[config.mk]
export PLATFORM = sky130hd
export DESIGN_NAME = hlfs_ctrl
export DESIGN_NICKNAME = d
export VERILOG_FILES = /design/src/rtl/core/hlfs_pkg.sv /design/src/rtl/core/hlfs_ctrl.sv
export SDC_FILE = /design/constraint.sdc
export NUM_CORES = 1
export LEC_CHECK = 0
export BUFFER_PORTS_ARGS = -buffer_cell sky130_fd_sc_hd__buf_4
export CAP_MARGIN = 20
export CORE_MARGIN = 3
export CORE_UTILIZATION = 47
export CTS_CLUSTER_DIAMETER = 50
export DETAILED_ROUTE_END_ITERATION = 7
export MAX_ROUTING_LAYER = met4
export PLACE_DENSITY = 0.8
export SLEW_MARGIN = 0
export SYNTH_ARGS = -nofsm -noshare
export SYNTH_HDL_FRONTEND = slang
export SYNTH_SLANG_ARGS = --single-unit
[constraint.sdc]
create_clock -name clk -period 2.3 [get_ports clk]
set_input_delay 0.46 -clock clk [delete_from_list [all_inputs] [get_ports clk]]
set_output_delay 0.46 -clock clk [all_outputs]
set_load 0.01 [all_outputs]
[src/rtl/core/hlfs_pkg.sv]
// Package with shared types, constants and the saturating add and row seed functions of the flow sketch.
`default_nettype none
package hlfs_pkg;

  localparam logic [31:0] ALL_ONES     = 32'hFFFF_FFFF;
  localparam logic [31:0] START_REWARD = 32'd4;
  localparam logic [10:0] OCC_MAX      = 11'd2047;
  localparam logic [31:0] MIX_MULT     = 32'h045d_9f3b;
  localparam logic [31:0] FMIX_MULT_A  = 32'h85eb_ca6b;
  localparam logic [31:0] FMIX_MULT_B  = 32'hc2b2_ae35;
  localparam logic [31:0] SEED_0       = 32'h9747_b28c;
  localparam logic [31:0] SEED_1       = 32'h85eb_ca6b;
  localparam logic [31:0] SEED_2       = 32'hc2b2_ae35;
  localparam logic [31:0] SEED_3       = 32'h27d4_eb2f;

  localparam logic KIND_INSERT = 1'b0;
  localparam logic KIND_QUERY  = 1'b1;

  typedef struct packed {
    logic        kind;
    logic [31:0] flow_id;
  } in_word_t;

  typedef struct packed {
    logic [31:0] estimate;
    logic        from_heavy;
    logic        evicted;
    logic [10:0] active_buckets;
    logic [31:0] eviction_total;
  } out_word_t;

  typedef struct packed {
    logic [31:0] id;
    logic [31:0] count;
    logic [31:0] reward;
  } slot_t;

  // Controller to datapath commands.
  typedef struct packed {
    logic load_in;
    logic clear_step;
    logic hash_a;
    logic hash_b;
    logic hash_c;
    logic mix_a;
    logic mix_b;
    logic heavy_eval;
    logic sketch_cmp;
    logic sketch_write;
    logic next_row;
    logic pick_new;
    logic finish;
  } cmd_t;

  // Datapath to controller status.
  typedef struct packed {
    logic clear_done;
    logic is_query;
    logic need_evict;
    logic need_sketch_query;
    logic last_row;
    logic second_id;
  } status_t;

  function automatic logic [31:0] sat_inc(input logic [31:0] a, input logic [31:0] b);
    logic [32:0] s;
    s = {1'b0, a} + {1'b0, b};
    return s[32] ? ALL_ONES : s[31:0];
  endfunction

  function automatic logic [31:0] row_seed(input logic [1:0] r);
    logic [31:0] s;
    case (r)
      2'd0:    s = SEED_0;
      2'd1:    s = SEED_1;
      2'd2:    s = SEED_2;
      default: s = SEED_3;
    endcase
    return s;
  endfunction

endpackage
`default_nettype wire

[src/rtl/core/hlfs_ctrl.sv]
// Controller state machine that sequences the flow sketch datapath.
`default_nettype none
module hlfs_ctrl (
  input  wire logic              clk,
  input  wire logic              rst,
  input  wire logic              in_valid,
  output logic                   in_stall,
  output logic                   out_valid,
  input  wire logic              out_stall,
  input  wire hlfs_pkg::status_t status,
  output hlfs_pkg::cmd_t         cmd
);

  typedef enum logic [10:0] {
    S_IDLE  = 11'b00000000001,
    S_HA    = 11'b00000000010,
    S_HB    = 11'b00000000100,
    S_HC    = 11'b00000001000,
    S_HRD   = 11'b00000010000,
    S_HEVAL = 11'b00000100000,
    S_MA    = 11'b00001000000,
    S_MB    = 11'b00010000000,
    S_SRD   = 11'b00100000000,
    S_SOP   = 11'b01000000000,
    S_DONE  = 11'b10000000000
  } state_t;

  state_t state;
  state_t state_next;
  logic   busy_out;

  assign in_stall  = !(state == S_IDLE && status.clear_done && !busy_out);
  assign out_valid = busy_out;

  always_comb begin
    state_next = state;
    cmd = '0;
    case (state)
      S_IDLE: begin
        if (in_valid && !in_stall) begin
          cmd.load_in    = 1'b1;
          cmd.clear_step = 1'b1;
          state_next = S_HA;
        end
      end
      S_HA: begin
        cmd.hash_a = 1'b1;
        state_next = S_HB;
      end
      S_HB: begin
        cmd.hash_b = 1'b1;
        state_next = S_HC;
      end
      S_HC: begin
        cmd.hash_c = 1'b1;
        state_next = S_HRD;
      end
      S_HRD: begin
        state_next = S_HEVAL;
      end
      S_HEVAL: begin
        cmd.heavy_eval = 1'b1;
        state_next = (status.need_evict || status.need_sketch_query) ? S_MA : S_DONE;
      end
      S_MA: begin
        cmd.mix_a = 1'b1;
        state_next = S_MB;
      end
      S_MB: begin
        cmd.mix_b = 1'b1;
        state_next = S_SRD;
      end
      S_SRD: begin
        state_next = S_SOP;
      end
      S_SOP: begin
        if (status.is_query) begin
          cmd.sketch_cmp = 1'b1;
        end else begin
          cmd.sketch_write = 1'b1;
        end
        if (!status.last_row) begin
          cmd.next_row = 1'b1;
          state_next = S_MA;
        end else if (!status.is_query && !status.second_id) begin
          cmd.pick_new = 1'b1;
          state_next = S_MA;
        end else begin
          state_next = S_DONE;
        end
      end
      S_DONE: begin
        cmd.finish = 1'b1;
        state_next = S_IDLE;
      end
      default: begin
        state_next = S_IDLE;
      end
    endcase
  end

  always_ff @(posedge clk) begin
    if (rst) begin
      state    <= S_IDLE;
      busy_out <= 1'b0;
    end else begin
      state <= state_next;
      if (state == S_DONE) begin
        busy_out <= 1'b1;
      end else if (busy_out && !out_stall) begin
        busy_out <= 1'b0;
      end
    end
  end

endmodule
`default_nettype wire

==> flow_summary.ini, run 1 <==
[outcome]
status = completed

[power_and_ir_drop]
powerDensity_mw_per_mm2 = 455
p_clk_frac = 0.303
seqPwrFrac = 0.508
power.internal_uw = 313
leakagePower_uw = 0.000410
pwr-share-comb = 0.190
fin_total_pwr_uw = 434
switchingPower_uw = 120
vdd_drop_max_mv = 0.276
switching_share = 0.278

[synth]
syn-num-nets = 101
synth_top_family_by_area = simple AND/OR/NAND/NOR gates
avgSynthCellArea_um2 = 7.81
synthCells = 91
synth_area_um2 = 711
synth_compound_area_frac = 0.123
yosys_warnings = 0
synthXorXnorAreaFrac = 0.0246
synth_top_area_cell = dfxtp_1
yosys.area_share.simple = 0.460
seq_area_frac_synth = 0.338
synthMuxAreaShare = 0
synth_adder_area_share = 0
ys_types = 36
ys_top_cells_by_area = dfxtp_1 (34%), nor3_1 (7.0%), nor2_1 (6.3%)
ys_ff_latch = 12
synth_top_area_share = 0.338

[grt]
grt_overflow = 0
grt_start_max_net_pins = 11
grt_pass1_wl_um = 2800
grtUsageTotal = 0.194
grt_pass1_vias = 666
antenna_found_initial = 0

[clocking]
tritoncts = yes
ctsHoldBuffers = 0
h-tree-depth = 1
cts_root_buf = clkbuf_4
cts_buffer_depth = 2
clk_pin_slew_ns = 0.07
clock_sinks = 12
clk_latency_ns = 0.27
cts-buffers-inserted = 3

[worst_setup_path]
end_kind = output port
required_ns = 1.84
arrival_ns = 1.84
crit_fanout = 7
cp_slowest_cell = or3_4
startpoint_type = flip-flop
crit_path_max_incr_delay_ns = 0.38
critical_path.cell_chain = nor3_4 -> nand2_2 -> or3_4 -> nor3_1 -> buf_4
crit_family = simple AND/OR/NAND/NOR gates
path_buf_inv = 1
path_class = flip-flop to output port

[sta]
worstMarginPinSlew_ns = 0.372
slew_viol_final = 0
fmax_mhz = 435
fin_crit_sh = 0.999
finalSetupTns_ns = 0
setup_viol = 0
rsz0062_at_grt = no
skew_ns = 0.000824
finalCriticalPeriod_ns = 2.30
relSlewSlack = 0.746
hold_viol_final = 0
setup_ws_ns = 0.00266

[placed_design]
dp_hpwl_um = 1260
pre_cts_ws_ns = 0.272
dpl_cell_area_um2 = 890
gp_congestion = 0.870
port-buffer-count = 24

[finish]
layout-drive-gt1-share = 0.333
area_growth_syn_to_layout_pct = 34.3
fillers = 113
multi_input_area_um2 = 457
final_common_cell = buf_4
layout.nets = 129
regArea_um2 = 243
final_cell_mix = buf_4 (27), nor2_1 (12), dfxtp_1 (10), nor3_1 (8), nand2_1 (7)
post-route-cell-area_um2 = 955
antenna_cells = 0

[floorplanning]
die_h_um = 44.9
die_w_um = 44.9
num_io_pins = 25
num_rows = 13
core-area_mm2 = 0.00137
initial_utilization = 0.520
dieArea_mm2 = 0.00201

[route]
first_iter_violations = 28
wirelength_um = 1860
drcViolationCount = 0
routedWlPerCell_um = 14.1
ant_nets = 0
drt_pass1_iterations = 5
num_vias = 786
via_per_inst = 5.95

[hold_path]
hold_class = input pin to flip-flop

[flow_run]
drv_cap = 0
-- power by group through the flow --
stage	sequential [uW]	clock (uW)	combinational [uW]
after global placement	223	0	71.6
after floorplan	220	0	52.5
after detailed placement	223	0	72.7
after CTS	219	132	74.2
final	220	131	82.4
after global routing	221	139	89.9
-- worst paths after layout --
path	start	end	slack [ns]	depth (start not counted)
max	state[5]	cmd[8]	0.003	5
min	rst	state[6]	0.43	2
max reg2reg	state[1]	state[0]	0.63	5
min reg2reg	out_valid	out_valid	0.49	2
-- per-layer routing --
metal | vias up | wire (um) | share of wire | track usage
li1 | 381 | - | - | -
met1 | 350 | 815 | 0.44 | 0.240
met2 | 44 | 819 | 0.44 | 0.309
met3 | 11 | 154 | 0.083 | 0.0239
met4 | 0 | 68 | 0.037 | 0.0936
met5 | - | 0 | 0 | -
-- Yosys cell counts --
| library cell | n |
|---|---|
| dfxtp_1 | 12 |
| nor2_1 | 12 |
| nor3_1 | 10 |
| nand2_1 | 7 |
| a21oi_1 | 4 |
| inv_1 | 3 |
| nand2b_1 | 3 |
| o21ai_0 | 3 |
| and2_1 | 2 |
| nand3_1 | 2 |
| nand3b_1 | 2 |
| nand4_1 | 2 |
| nor4_1 | 2 |
| nor4b_1 | 2 |
| o211ai_1 | 2 |
| o21bai_1 | 2 |
| xor2_1 | 2 |
| a2111oi_0 | 1 |
| a21boi_0 | 1 |
| a31oi_1 | 1 |
| and3_1 | 1 |
| and3b_1 | 1 |
| buf_2 | 1 |
| buf_4 | 1 |
| buf_6 | 1 |
| clkbuf_1 | 1 |
| nand2_2 | 1 |
| nand4b_1 | 1 |
| nor2b_1 | 1 |
| nor3_4 | 1 |
| nor3b_1 | 1 |
| nor4_2 | 1 |
| or2_0 | 1 |
| or2b_1 | 1 |
| or3_4 | 1 |
| or3b_1 | 1 |
-- sequential cells by signal, indices dropped and copies added, names as in the netlist --
register   count
state         11
out_valid      1
-- metrics by stage --
stage	hold WS [ns]	instances	utilization
floorplan	0.478	91	-
global placement	0.474	127	0.651
detailed placement	0.475	127	0.651
CTS	0.434	130	0.672
global route	0.444	132	0.699
finish	0.430	132	0.699
-- worst register-to-register path: stages, from the launching register on --
cell	delay, ns
dfxtp_1	0.42
nor4_4	0.35
nand4_1	0.19
buf_4	0.19
o21bai_1	0.30
o21bai_1	0.16
-- logic make-up after synthesis --
group,Yosys count
AO/OA/AOI/OAI,14
XOR/XNOR,2
buffers and inverters,7
flip-flops,12
AND/OR/NAND/NOR,56
-- timing repair --
action,CTS,global route
gates cloned,0,0
endpoints found under the setup margin,1,6
gates resized for setup,1,5
pin swaps,0,2
buffers inserted,0,2
-- cell type report --
| type | count | area share |
|---|---|---|
| multi-input combinational | 72 | 0.478 |
| sequential | 12 | 0.254 |
| timing repair buffer | 27 | 0.212 |
| clock buffer | 3 | 0.0236 |
| tap | 15 | 0.0197 |
| inverter | 3 | 0.0118 |
Note: power is estimated with default switching activity, not from simulation.
==> run 2, diff against run 1 <==
Settings changed: ABC_AREA set to 0, CORE_UTILIZATION 47 to 50, CTS_BUF_LIST set to sky130_fd_sc_hd__clkbuf_4 sky130_fd_sc_hd__clkbuf_8, PLACE_DENSITY 0.8 to 0.84.
==> flow_summary.ini, run 2 (synthesis gave the netlist of run 1 again) <==
[outcome]
status = completed

[floorplanning]
num_rows = 12
die_w_um = 43.7
die_h_um = 43.7
core-area_mm2 = 0.00122
dieArea_mm2 = 0.00191
num_io_pins = 25
initial_utilization = 0.584

[clocking]
h-tree-depth = 1
clock_sinks = 12
tritoncts = yes
cts_root_buf = clkbuf_4
cts-buffers-inserted = 3
clk_pin_slew_ns = 0.08
clk_latency_ns = 0.27
cts_buffer_depth = 2

[worst_setup_path]
crit_family = simple AND/OR/NAND/NOR gates
startpoint_type = flip-flop
cp_slowest_cell = or3b_1
required_ns = 1.84
crit_path_max_incr_delay_ns = 0.43
path_buf_inv = 1
crit_fanout = 7
end_kind = output port
critical_path.cell_chain = nor4_4 -> nand4_1 -> or3b_1 -> buf_4
arrival_ns = 1.74
path_class = flip-flop to output port

[power_and_ir_drop]
leakagePower_uw = 0.000427
powerDensity_mw_per_mm2 = 472
fin_total_pwr_uw = 466
vdd_drop_max_mv = 0.326

[sta]
skew_ns = 0.00273
fin_crit_sh = 0.957
setup_ws_ns = 0.0993
slew_viol_final = 0
finalCriticalPeriod_ns = 2.20
finalSetupTns_ns = 0
worstMarginPinSlew_ns = 0.363
relSlewSlack = 0.752
setup_viol = 0
rsz0062_at_grt = yes
fmax_mhz = 454
hold_viol_final = 0

[route]
wirelength_um = 1710
routedWlPerCell_um = 12.9
drt_pass1_iterations = 4
num_vias = 753
via_per_inst = 5.66
first_iter_violations = 30
drcViolationCount = 0
ant_nets = 0

[grt]
grt_start_max_net_pins = 11
grt_pass1_vias = 613
grt_overflow = 0
antenna_found_initial = 0
grtUsageTotal = 0.191
grt_pass1_wl_um = 2710

[finish]
top_register = state
fillers = 83
antenna_cells = 0
area_growth_syn_to_layout_pct = 39.1
largest_register_ffs = 11
final_cell_mix = buf_4 (28), nor2_1 (12), dfxtp_1 (8), nor3_1 (7), nand2_1 (7)
layout-drive-gt1-share = 0.370
final_common_cell = buf_4
layout.nets = 130
fin_cells = 133

[placed_design]
gp_congestion = 0.802
port-buffer-count = 24
dpl.cell_count = 126
dp_hpwl_um = 1200
pre_cts_ws_ns = 0.298

[flow_run]
drv_cap = 0

[hold_path]
hold_class = input pin to flip-flop
[run 2: cell count changes in the layout (fill, tap and decap cells not counted)]
cell	before	now
dfxtp_2	2	4
clkbuf_8	0	1
buf_4	27	28
nor3_4	1	2
dfxtp_1	10	8
nor3_1	8	7
[run 2: power breakdown]
part	switching, uW	internal [uW]	leakage, uW
combinational	39.2	37.5	0.000307
sequential	7.65	212	0.0000990
clock	73.4	96.2	0.0000210
[run 2: worst paths after layout]
path | start | to | slack (ns) | cells after the start
min reg2reg | out_valid | out_valid | 0.49 | 2
min | rst | out_valid | 0.44 | 2
max | state[3] | in_stall | 0.1 | 4
max reg2reg | state[1] | state[10] | 0.78 | 5
[run 2: layer usage]
layer / GRT usage / vias to the layer above / part of all wire
met1: 0.283 / 338 / 0.50
met3: 0.0622 / 0 / 0.060
met2: 0.247 / 30 / 0.43
met5: - / - / 0
met4: 0.0422 / 0 / 0
li1: - / 385 / -
[run 2: cell type report]
| cell class | count | area [um^2] | share of cell area |
|---|---|---|---|
| multi-input combinational | 72 | 468 | 0.473 |
| inverter | 3 | 11.3 | 0.0114 |
| timing repair buffer | 28 | 210 | 0.213 |
| clock buffer | 4 | 36.3 | 0.0367 |
| sequential | 12 | 245 | 0.248 |
| tap | 14 | 17.5 | 0.0177 |
[run 2: worst register-to-register path, stage by stage, from the launching register on]
cell and delay [ns]:
dfxtp_2 0.38, nor2_1 0.30, nand4_1 0.22, buf_4 0.20, or2_0 0.22, a21oi_1 0.14
[run 2: stage by stage]
step,hold slack [ns],instance area [um^2],utilization
4_1_cts,0.433,925,0.760
5_1_grt,0.425,988,0.813
3_3_place_gp,0.478,888,0.730
2_1_floorplan,0.478,711,-
3_5_place_dp,0.476,888,0.730
6_report,0.439,988,0.813
[run 2: repair_timing]
item	in CTS	in global routing
cloned	0	0
pin swaps	0	2
hold buffers	0	0
buffers inserted	0	3
endpoints found under the setup margin	2	13
resized for setup	0	10
==> run 3, diff against run 2 <==
Settings changed: CAP_MARGIN 20 to not set, PLACE_DENSITY 0.84 to 0.8, SLEW_MARGIN 0 to 40.
==> flow_summary.ini, run 3 (synthesis gave the netlist of run 1 again) <==
[clocking]
h-tree-depth = 1
cts_root_buf = clkbuf_4
cts-buffers-inserted = 3
clk_pin_slew_ns = 0.08
cts_buffer_depth = 2
tritoncts = yes
ctsHoldBuffers = 0
clk_latency_ns = 0.27
clock_sinks = 12

[grt]
top_usage_layer = met2
grtUsageMet2 = 0.299
use_met3 = 0.0539
antenna_found_initial = 0
grt_pass1_wl_um = 2720
grt_pass1_vias = 631
grtUsageMet1 = 0.249
grt_overflow = 0
grtUsageTotal = 0.195
grt_start_max_net_pins = 11

[worst_setup_path]
startpoint_type = flip-flop
path_class = flip-flop to output port
rr_worst_depth = 5
required_ns = 1.84
crit_end = cmd[8]
end_kind = output port
rr_endpoint = state[0]
crit_fanout = 6
crit_start = state[7]
arrival_ns = 1.79
rr_startpoint = state[7]
rrSetupSlack_ns = 0.64

[floorplanning]
die_h_um = 43.7
num_rows = 12
num_io_pins = 25
initial_utilization = 0.584
core-area_mm2 = 0.00122
die_w_um = 43.7
dieArea_mm2 = 0.00191

[finish]
fillers = 95
area_growth_syn_to_layout_pct = 34.5
largest_register_ffs = 11
layout.nets = 131
final_cell_mix = buf_4 (29), nor2_1 (12), nor3_1 (9), dfxtp_1 (9), nand2_1 (7)
top_register = state
antenna_cells = 0
final_common_cell = buf_4
multi_input_area_um2 = 443
regArea_um2 = 244
layout-drive-gt1-share = 0.345
post-route-cell-area_um2 = 956

[route]
drcViolationCount = 0
ant_nets = 0
drt_pass1_iterations = 4
first_iter_violations = 36
wirelength_um = 1870
routedWlPerCell_um = 14.1
via_per_inst = 5.82
num_vias = 774

[sta]
setup_ws_ns = 0.0542
fmax_mhz = 445
setup_viol = 0
slew_viol_final = 0
relSlewSlack = 0.659
finalHoldWorstSlack_ns = 0.433
worstMarginPinSlew_ns = 0.499
skew_ns = 0.00316
fin_crit_sh = 0.976
finalCriticalPeriod_ns = 2.25
hold_viol_final = 0

[power_and_ir_drop]
powerDensity_mw_per_mm2 = 445
leakagePower_uw = 0.000412
vdd_drop_max_mv = 0.280
fin_total_pwr_uw = 426

[placed_design]
dp_hpwl_um = 1360
dpl_cell_area_um2 = 896
pre_cts_ws_ns = 0.299
gp_congestion = 0.810
port-buffer-count = 24

[hold_path]
hold_class = input pin to flip-flop

[outcome]
status = completed

[flow_run]
drv_cap = 0
run 3: worst min path at each step:
stage                         start         to  slack (ns)  cells past startpoint
after CTS                       rst  out_valid        0.43                      2
after detailed placement  out_valid  out_valid        0.49                      2
final                           rst  out_valid        0.43                      2
after global placement    out_valid  out_valid        0.48                      2
after global routing            rst   state[1]        0.44                      2
after floorplan            state[4]   state[5]        0.48                      2
run 3: layout make-up:
type                    instances  area share
clock buffers                   3      0.0236
inverters                       3      0.0118
multi-input cells              72       0.463
flip-flops and latches         12       0.255
well taps                      14      0.0183
repair buffers                 29       0.228
run 3: routing by layer:
metal	up-vias	routed length, um	part of all wire
met5	-	0	0
met4	0	14	0.0075
met3	4	142	0.076
met2	40	856	0.46
met1	348	855	0.46
li1	382	-	-
run 3: per-stage QoR:
step	instances	TNS, ns	util
after detailed placement	127	0	0.737
after global routing	133	-0.0322	0.786
after floorplan	91	0	-
after global placement	127	0	0.737
final	133	0	0.786
after CTS	130	0	0.760
run 3: critical path, cell delays in order, from the launching register on:
cell and delay (ns):
dfxtp_2 0.36, nor3_4 0.32, nand2_2 0.13, or3_4 0.38
nor3_1 0.18, buf_4 0.15
run 3: what timing repair did:
| item | CTS | global route |
|---|---|---|
| endpoints found under the setup margin | 1 | 3 |
| setup buffers | 0 | 3 |
| gates resized for setup | 1 | 4 |
| cloned | 0 | 0 |
| pin swaps | 0 | 3 |
run 3: where the power goes:
group,internal (uW),switching (uW),total [uW]
logic,35.1,40.0,75.2
clock network,60.6,70.7,131
registers,212,7.40,219
